[config.mk]
export PLATFORM = sky130hd
export DESIGN_NAME = bmf_cell
export DESIGN_NICKNAME = d
export VERILOG_FILES = /design/src/rtl/bmf_cell.sv
export SDC_FILE = /design/constraint.sdc
export NUM_CORES = 1
export LEC_CHECK = 0
export ABC_AREA = 1
export BUFFER_PORTS_ARGS = -buffer_cell sky130_fd_sc_hd__buf_4
export CAP_MARGIN = 40
export CORE_ASPECT_RATIO = 1.5
export CORE_MARGIN = 2
export CORE_UTILIZATION = 42
export CTS_CLUSTER_SIZE = 14
export DETAILED_ROUTE_END_ITERATION = 7
export PLACE_DENSITY = 0.88
export SETUP_SLACK_MARGIN = 0.5
export SLEW_MARGIN = 20
export SYNTH_ARGS = -nofsm -noshare
export SYNTH_HDL_FRONTEND = slang
export SYNTH_SLANG_ARGS = --single-unit
[constraint.sdc]
create_clock -name i_clk -period 0.8 [get_ports i_clk]
set_input_delay 0.16 -clock i_clk [delete_from_list [all_inputs] [get_ports i_clk]]
set_output_delay 0.16 -clock i_clk [all_outputs]
set_load 0.02 [all_outputs]
[src/rtl/bmf_cell.sv]
// ----------------------------------------------------------------------------
// bmf_cell: one column cell of the window
// Holds the column sum of one window column (K rows, three channels) and
// hands it to its left neighbor each time a new column shifts in.
// ----------------------------------------------------------------------------
module bmf_cell #(
    parameter int SUM_W = 12
) (
    input  logic                 i_clk,
    input  logic                 i_shift,
    input  logic [3*SUM_W-1:0]   i_col,
    output logic [3*SUM_W-1:0]   o_col
);
    logic [3*SUM_W-1:0] r_col;

    // shift register stage, payload only
    always_ff @(posedge i_clk) begin
        if (i_shift) begin
            r_col <= i_col;
        end
    end

    assign o_col = r_col;
endmodule

==> summary.txt, run 1 <==
Logic synthesis
  – Fraction of synthesized cell area taken by the top area cell type: 1.000
  – Main area contributors after synthesis: edfxtp_1 (100%)
  – Syn Std Cell Area: 1081 µm²
  – Mean instance size in the synthesized netlist: 30.03 µm²
  – Unique cell type count in the Yosys netlist: 1
  – Count leader, synth: edfxtp_1
  – Top flip-flop cell by instance count after synthesis: edfxtp_1
  – Dominant cell type by area after synthesis: edfxtp_1
  – Synthesized instance count: 36
  – Syn Nets: 74
  – Number of synthesized register bits: 36
  – Sequential-to-total area share from yosys stat: 1.000
  – Share of flip-flops with an asynchronous set or reset: 0
  – Most frequent cells after synthesis: edfxtp_1 (36)
  – Yosys Warn Count: 0
  – EDFF count, synth: 36

Critical path
  – Series of cell instances along the critical path: buf_6
  – Critical path start-end classification: flip-flop to output pin
  – Startpoint type of the worst setup path: flip-flop
  – Arrival time of data at the critical path endpoint: 0.90 ns
  – Worst setup EP type: output pin
  – Delay of the slowest cell on the worst path: 0.42 ns
  – Master of the slowest instance on the critical path: edfxtp_1
  – Data required time of the critical path: 0.64 ns
  – Critical-path maximum fanout: 1
  – Cell family with the largest share of critical-path delay: flip-flops
  – Bufs and invs on worst path: 1

CTS
  – TritonCTS clock tree: done
  – H-Tree Depth: 2
  – Clock-pin transition on the worst setup and hold timing paths: 0.10 ns
  – Clock tree buffer depth: 2
  – CTS Buf Count: 5
  – CTS sink cnt: 36
  – Clock tree root buffer cell: clkbuf_4

Hold path
  – Hold_sp: i_col[8]
  – Count of cells along the worst hold path: 1
  – Class of the tightest hold or removal check: input port to flip-flop
  – Endpoint with the worst hold slack: o_col[8]$_DFFE_PP_

Finish
  – Non-Filler Instances: 152
  – Total area of multi-input combinational cells: 0 µm²
  – Diodes inserted: 0
  – Number of multi-input combinational cells in the layout: 0
  – Max FFs per register: 36
  – Post-layout nets: 166
  – Filler cells: 115
  – Final core utilization: 0.8539
  – Register area: 1081 µm²
  – Layout area overhead: 93.52%
  – Share of post-route cells with drive strength above 1: 0.7109

Global route
  – Maximum number of pins on one net before global-route repair: 11
  – Vias in the first global route: 728
  – Wire length of the first global-routing pass: 3608 µm
  – Aggregate global routing overflow: 0
  – Antenna violations before repair: 0
  – GR Util All Layers: 0.1863

Route
  – Iteration-0 DRC Markers: 10
  – Drt wl/cell: 16.38 µm
  – Via-to-Cell Ratio: 4.737
  – Via count: 720
  – Routed wire length: 2489 µm
  – Remaining design rule violation count: 0
  – Detail Route Antenna Nets: 0
  – Number of optimization iterations in the first detailed-route pass: 4

Die
  – Die Span X: 45.43 µm
  – Starting density of the core: 0.4413
  – Top Ports: 74
  – Total Die Area: 3004 µm²
  – Die Y: 66.14 µm
  – Total number of placement rows: 22
  – Core Area: 2450 µm²

Power
  – Power per unit of standard cell area: 1897 nW/µm²
  – Leakage power of the design: 0.8951 nW
  – Worst IR Drop VDD: 1.244 mV

Placed design
  – RePlAce Congestion: 0.6805
  – Cell total after placement: 135
  – Port bufs: 73
  – Worst slack at placement: 0.06399 ns

STA
  – Max Transition Viols Final: 0
  – Actual transition at the worst max-transition pin: 0.1043 ns
  – Worst max-slew margin expressed relative to the limit: 0.9304
  – Finish-stage setup viols: 36
  – Setup repair after global routing missed its margin: yes
  – Setup slack after layout: -0.2570 ns
  – Endpoints failing hold: 7
  – Worst hold margin: -0.003835 ns
  – Post-route clock period utilization: 1.321
  – Highest attainable clock frequency: 0.9461 GHz
  – Final Critical Period: 1.057 ns

Flow run
  – Max cap viols: 0

Outcome
  – Violated checks: hold timing, setup timing
  – Status: finished, violations left
[logic make-up after synthesis]
group	synth area share
flip-flops	1.000
[metrics by stage]
stage	TNS [ns]	hold slack (ns)	total power, mW	cell area (µm²)
after CTS	-8.732	-0.01712	3.993	2081
final	-8.068	-0.003835	3.969	2092
after global placement	0	0.3382	2.909	1699
after floorplan	0	0.2589	2.518	1081
after detailed placement	0	0.3394	2.926	1699
after global routing	-9.737	-0.03047	4.130	2092
[power by group]
group / internal (mW) / switching [mW]
clock: 0.323 / 0.521
combinational: 0.488 / 0.327
sequential: 2.24 / 0.0675
[area by class of cell]
| type | count | area share |
|---|---|---|
| Sequential cell | 36 | 0.5167 |
| Clock inverter | 1 | 0.002392 |
| Clock buffer | 6 | 0.01974 |
| Timing Repair Buffer | 85 | 0.4468 |
| Tap cell | 24 | 0.01435 |
[metal layers]
layer  wire, µm  track usage  part of all wire
met1        765       0.1825              0.31
met2       1361       0.3081              0.55
met3        311      0.09016              0.12
met4         51      0.09926             0.020
met5          0            0                 0
[layout by cell type (no fill, tap or decap)]
master,Yosys,layout
buf_6,0,39
buf_4,0,37
edfxtp_1,36,36
clkbuf_4,0,5
buf_16,0,5
buf_12,0,4
clkinv_2,0,1
clkbuf_1,0,1
[what timing repair did]
| action | in CTS | in global routing |
|---|---|---|
| gates resized for setup | 44 | 3 |
| gates cloned | 5 | 0 |
| endpoints found under the setup margin | 72 | 72 |
| setup buffers | 5 | 0 |
| endpoints found under the hold margin | 36 | 36 |
[worst max-delay path by stage]
stage	from	cells past startpoint	end	slack, ns
finish	o_col[21]$_DFFE_PP_	1	o_col[21]	-0.26
global route	o_col[21]$_DFFE_PP_	1	o_col[21]	-0.31
CTS	o_col[20]$_DFFE_PP_	1	o_col[20]	-0.26
detailed placement	i_shift	2	o_col[14]$_DFFE_PP_	0.06
global placement	i_shift	2	o_col[14]$_DFFE_PP_	0.07
floorplan	o_col[0]$_DFFE_PP_	0	o_col[0]	0.19
(Power assumes the default switching activity.)
==> inputs of run 2 (changes only) <==
Settings changed: CORE_UTILIZATION 42 to 36, PLACE_DENSITY 0.88 to 0.81.
Clock period 0.8 ns to 0.9 ns, I/O delays scaled along.
==> summary.txt, run 2 (synthesis results as in run 1) <==
Finish
  – Filler cells: 197 (+71%)
  – Most common cell after layout, fill and taps aside: buf_4
  – Layout area overhead: 92.71%
  – Post-layout nets: 161 (-3.0%)
  – Number of multi-input combinational cells in the layout: 0 (unchanged)
  – Commonest cells after routing, fill and taps aside: buf_4 (38), edfxtp_1 (36), buf_6 (34), clkbuf_8 (5), buf_16 (5)
  – Share of post-route cells with drive strength above 1: 0.7097 (-0.001260)
  – Max FFs per register: 36 (unchanged)
  – Diodes inserted: 0 (unchanged)
  – Total area of multi-input combinational cells: 0 µm² (unchanged)

STA
  – Worst hold margin: 0.06938 ns (+0.07322 ns)
  – Endpoints failing hold: 0 (-7)
  – Post-route clock period utilization: 1.140
  – Worst max-slew margin expressed relative to the limit: 0.9314 (+0.0009470)
  – Actual transition at the worst max-transition pin: 0.1029 ns (-0.001421 ns)
  – Finish-stage setup viols: 36 (unchanged)
  – Setup repair after global routing missed its margin: yes
  – Final Critical Period: 1.026 ns
  – Highest attainable clock frequency: 0.9743 GHz
  – Setup slack after layout: -0.1264 ns (+0.1305 ns)
  – Max Transition Viols Final: 0 (unchanged)

Global route
  – Antenna violations before repair: 0 (unchanged)
  – Vias in the first global route: 773 (+6.2%)
  – GR Util All Layers: 0.1534 (-0.03284)
  – Maximum number of pins on one net before global-route repair: 13 (+2)
  – Aggregate global routing overflow: 0 (unchanged)
  – Wire length of the first global-routing pass: 3732 µm (+3.4%)

Die
  – Die Span X: 48.74 µm (+7.3%)
  – Core Area: 2883 µm² (+18%)
  – Top Ports: 74 (unchanged)
  – Total Die Area: 3466 µm² (+15%)
  – Die Y: 71.12 µm (+7.5%)
  – Total number of placement rows: 24 (+9.1%)
  – Starting density of the core: 0.3750 (-0.06627)

Power
  – Worst IR Drop VDD: 1.479 mV (+19%)
  – Leakage power of the design: 0.8801 nW (-1.7%)
  – Power per unit of standard cell area: 1838 nW/µm² (-3.1%)

Critical path
  – Worst setup EP type: output pin
  – Startpoint type of the worst setup path: flip-flop
  – Series of cell instances along the critical path: buf_6
  – Critical-path maximum fanout: 1 (unchanged)
  – Critical path start-end classification: flip-flop to output pin
  – Delay of the slowest cell on the worst path: 0.41 ns (about the same)
  – Cell family with the largest share of critical-path delay: flip-flops
  – Data required time of the critical path: 0.72 ns (+0.08 ns)
  – Bufs and invs on worst path: 1 (unchanged)
  – Master of the slowest instance on the critical path: edfxtp_1
  – Arrival time of data at the critical path endpoint: 0.85 ns (-0.05 ns)

Route
  – Routed wire length: 2433 µm (-2.2%)
  – Remaining design rule violation count: 0 (unchanged)
  – Iteration-0 DRC Markers: 11 (+1)
  – Detail Route Antenna Nets: 0 (unchanged)
  – Via-to-Cell Ratio: 4.202 (-11%)
  – Amount of wire on met3 after detailed routing: 241 µm (-23%)
  – WL met1: 802 µm (+4.8%)
  – Drt wl/cell: 14.93 µm (-8.8%)
  – Via count: 685 (-4.9%)
  – Highest layer used for signal routing: met4
  – Number of optimization iterations in the first detailed-route pass: 2 (-2)
  – Routed length on met2: 1299 µm (-4.6%)

Flow run
  – Max cap viols: 0 (unchanged)

CTS
  – Clock tree buffer depth: 2 (unchanged)
  – Clock-pin transition on the worst setup and hold timing paths: 0.07 ns (-0.03 ns)
  – CTS sink cnt: 36 (unchanged)
  – H-Tree Depth: 2 (unchanged)
  – TritonCTS clock tree: done
  – Clock tree root buffer cell: clkbuf_8
  – Count of hold-fix buffers inserted at cts: 0
  – CTS Buf Count: 5 (unchanged)

Placed design
  – Worst slack at placement: 0.1323 ns (+0.06829 ns)
  – RePlAce Congestion: 0.6108 (-10%)
  – Port bufs: 73 (unchanged)

Hold path
  – Class of the tightest hold or removal check: input port to flip-flop

Outcome
  – Status: finished, violations left
  – Violated checks: setup timing
## run 2: changes by cell type in the layout (fill, tap and decap cells not counted), sizes merged
cell | previous run | this run
clkinv | 1 | 3
buf | 85 | 80
clkbuf | 6 | 5
## run 2: layout make-up
type                  count  area [µm²]  share of cell area
clock buffer              5       68.82             0.03303
clock inverter            3       18.77            0.009009
sequential               36        1081              0.5189
tap                      39       48.80             0.02342
timing repair buffer     80       865.8              0.4156
## run 2: metrics by stage
| stage | TNS, ns | instances | total power [mW] | cell area (µm²) | util |
|---|---|---|---|---|---|
| after global routing | -4.357 | 163 | 3.956 | 2083 | 0.7227 |
| final | -3.203 | 163 | 3.829 | 2083 | 0.7227 |
| after detailed placement | 0 | 150 | 2.600 | 1718 | 0.5959 |
| after global placement | 0 | 150 | 2.587 | 1718 | 0.5959 |
| after CTS | -3.656 | 163 | 3.847 | 2053 | 0.7122 |
| after floorplan | 0 | 36 | 2.238 | 1081 | - |
## run 2: path summary, 6_finish.rpt
check	to	cells after the start	slack (ns)	from
hold / removal	o_col[29]$_DFFE_PP_	1	0.07	i_col[29]
setup / recovery	o_col[1]	1	-0.13	o_col[1]$_DFFE_PP_
## run 2: power by group
| part | switching, mW | internal (mW) | total, mW |
|---|---|---|---|
| Sequential | 0.0581 | 2.00 | 2.05 |
| Combinational | 0.279 | 0.406 | 0.685 |
| Clock | 0.552 | 0.538 | 1.09 |
## run 2: per-layer routing
| layer | GRT usage | vias up |
|---|---|---|
| met5 | 0 | - |
| met4 | 0.1048 | 0 |
| met3 | 0.06118 | 8 |
| met2 | 0.2648 | 54 |
| met1 | 0.1476 | 302 |
| li1 | - | 321 |
## run 2: repair_timing
item / 4_1_cts / 5_1_grt
gates resized for setup: 35 / 7
endpoints found under the setup margin: 72 / 72
hold endpoints to repair: 0 / 0
setup buffers: 1 / 0
gates cloned: 4 / 0
==> inputs of run 3 (changes only) <==
Settings changed: PLACE_DENSITY 0.81 to 0.71, RECOVER_POWER from default to 100, REMOVE_ABC_BUFFERS from default to 1.
==> summary.txt, run 3 (synthesis results as in run 1) <==
Finish
  – Most common cell after layout, fill and taps aside: clkbuf_4
  – Commonest cells after routing, fill and taps aside: clkbuf_4 (37), edfxtp_1 (36), buf_6 (35), clkbuf_1 (11), clkbuf_8 (5)
  – Max FFs per register: 36 (unchanged)
  – Filler cells: 215 (+9.1%)
  – Diodes inserted: 0 (unchanged)
  – Non-Filler Instances: 165 (+1.2%)
  – Post-layout nets: 163 (+1.2%)
  – Share of post-route cells with drive strength above 1: 0.6190 (-0.09063)
  – Total area of multi-input combinational cells: 0 µm² (unchanged)
  – Number of multi-input combinational cells in the layout: 0 (unchanged)
  – Layout area overhead: 77.89%

Route
  – Via-to-Cell Ratio: 4.224 (+0.52%)
  – Iteration-0 DRC Markers: 9 (-2)
  – Via count: 697 (+1.8%)
  – Drt wl/cell: 15.13 µm (+1.4%)
  – Number of optimization iterations in the first detailed-route pass: 4 (+2)
  – Remaining design rule violation count: 0 (unchanged)
  – Routed wire length: 2497 µm (+2.6%)
  – Detail Route Antenna Nets: 0 (unchanged)

Die
  – Starting density of the core: 0.3750 (unchanged)
  – Core Area: 2883 µm² (unchanged)
  – Die Span X: 48.74 µm (unchanged)
  – Total number of placement rows: 24 (unchanged)
  – Total Die Area: 3466 µm² (unchanged)
  – Die Y: 71.12 µm (unchanged)
  – Top Ports: 74 (unchanged)

STA
  – Endpoints failing hold: 0 (unchanged)
  – Highest attainable clock frequency: 0.9849 GHz (+1.1%)
  – Max Transition Viols Final: 0 (unchanged)
  – Final Critical Period: 1.015 ns (-0.01107 ns)
  – Post-route clock period utilization: 1.128 (-0.01231)
  – Actual transition at the worst max-transition pin: 0.4940 ns (+0.3910 ns)
  – Finish-stage setup viols: 36 (unchanged)
  – Setup slack after layout: -0.1154 ns (+0.01108 ns)
  – Setup repair after global routing missed its margin: yes
  – Worst max-slew margin expressed relative to the limit: 0.6707 (-0.2607)
  – Worst hold margin: 0.09826 ns (+0.02888 ns)

Global route
  – Met3 track demand over resource: 0.09072 (+0.02954)
  – Maximum number of pins on one net before global-route repair: 11 (-2)
  – Antenna violations before repair: 0 (unchanged)
  – Most utilized layer in the global route result: met2
  – Vias in the first global route: 767 (-0.78%)
  – Met2 Resource Use GR: 0.2785 (+0.01370)
  – Aggregate global routing overflow: 0 (unchanged)
  – Wire length of the first global-routing pass: 3774 µm (+1.1%)
  – GR Util All Layers: 0.1564 (+0.002965)
  – Grt met1 use: 0.1455 (-0.002079)

Power
  – Worst IR Drop VDD: 1.445 mV (-2.4%)
  – Leakage power of the design: 0.7896 nW (-10%)
  – Power per unit of standard cell area: 1917 nW/µm² (+4.3%)

Outcome
  – Status: finished, violations left
  – Violated checks: setup timing

Hold path
  – Class of the tightest hold or removal check: input port to flip-flop

Critical path
  – Path length in cells of the critical path: 1 (unchanged)
  – Delay of the slowest cell on the worst path: 0.41 ns (about the same)
  – Capture point of the worst path: o_col[10]
  – Master of the slowest instance on the critical path: edfxtp_1
  – Startpoint type of the worst setup path: flip-flop
  – Arrival time of data at the critical path endpoint: 0.84 ns (about the same)
  – CP Launch Point: o_col[10]$_DFFE_PP_
  – Cell family with the largest share of critical-path delay: flip-flops
  – Critical-path maximum fanout: 1 (unchanged)
  – Critical path start-end classification: flip-flop to output pin
  – Bufs and invs on worst path: 1 (unchanged)
  – Data required time of the critical path: 0.72 ns (about the same)
  – Worst setup EP type: output pin
  – Series of cell instances along the critical path: buf_6

CTS
  – Count of hold-fix buffers inserted at cts: 0 (unchanged)
  – CTS sink cnt: 36 (unchanged)
  – H-Tree Depth: 2 (unchanged)
  – Clock tree root buffer cell: clkbuf_8
  – Clock-pin transition on the worst setup and hold timing paths: 0.06 ns (about the same)
  – Clock tree buffer depth: 2 (unchanged)
  – CTS Buf Count: 5 (unchanged)
  – TritonCTS clock tree: done

Placed design
  – Port bufs: 73 (unchanged)
  – RePlAce Congestion: 0.6013 (-1.6%)
  – Cell total after placement: 150 (unchanged)

Flow run
  – Max cap viols: 0 (unchanged)
-- run 3: final cells by class --
cell class	instances	area (µm²)	area share
Timing Repair Buffer	82	713.2	0.3709
Tap cell	39	48.80	0.02537
Clock inverter	1	3.754	0.001952
Sequential cell	36	1081	0.5621
Clock buffer	7	76.32	0.03969
-- run 3: repair_timing --
item / 4_1_cts / 5_1_grt
cloned: 4 / 0
pin swaps: 0 / 0
gates resized for setup: 42 / 1
endpoints found under the setup margin: 72 / 72
buffers inserted: 3 / 0
-- run 3: power breakdown --
group,internal (mW),switching (mW)
Combinational,0.325,0.273
Sequential,2.00,0.0602
Clock,0.538,0.494
-- run 3: metal layers --
metal  up-vias  wire [µm]
met5         -          0
met4         0         12
met3         2        277
met2        47       1436
met1       326        770
li1        322          -
-- run 3: worst min-delay path by stage --
| stage | from | end | slack, ns | depth (start not counted) |
|---|---|---|---|---|
| 6_report | i_col[11] | o_col[11]$_DFFE_PP_ | 0.1 | 1 |
| 5_1_grt | i_col[24] | o_col[24]$_DFFE_PP_ | 0.08 | 1 |
| 4_1_cts | i_col[19] | o_col[19]$_DFFE_PP_ | 0.07 | 1 |
| 3_5_place_dp | i_col[20] | o_col[20]$_DFFE_PP_ | 0.36 | 1 |
| 3_3_place_gp | i_col[21] | o_col[21]$_DFFE_PP_ | 0.36 | 1 |
| 2_1_floorplan | i_col[0] | o_col[0]$_DFFE_PP_ | 0.28 | 0 |
-- run 3: per-stage QoR --
stage	setup WS (ns)	TNS, ns	power, mW	area [µm²]	util
after floorplan	0.2705	0	2.238	1081	-
after global placement	0.1444	0	2.590	1718	0.5959
after detailed placement	0.1394	0	2.605	1718	0.5959
after CTS	-0.1140	-3.302	3.817	2100	0.7283
after global routing	-0.1509	-4.421	3.839	1923	0.6671
final	-0.1154	-3.002	3.687	1923	0.6671
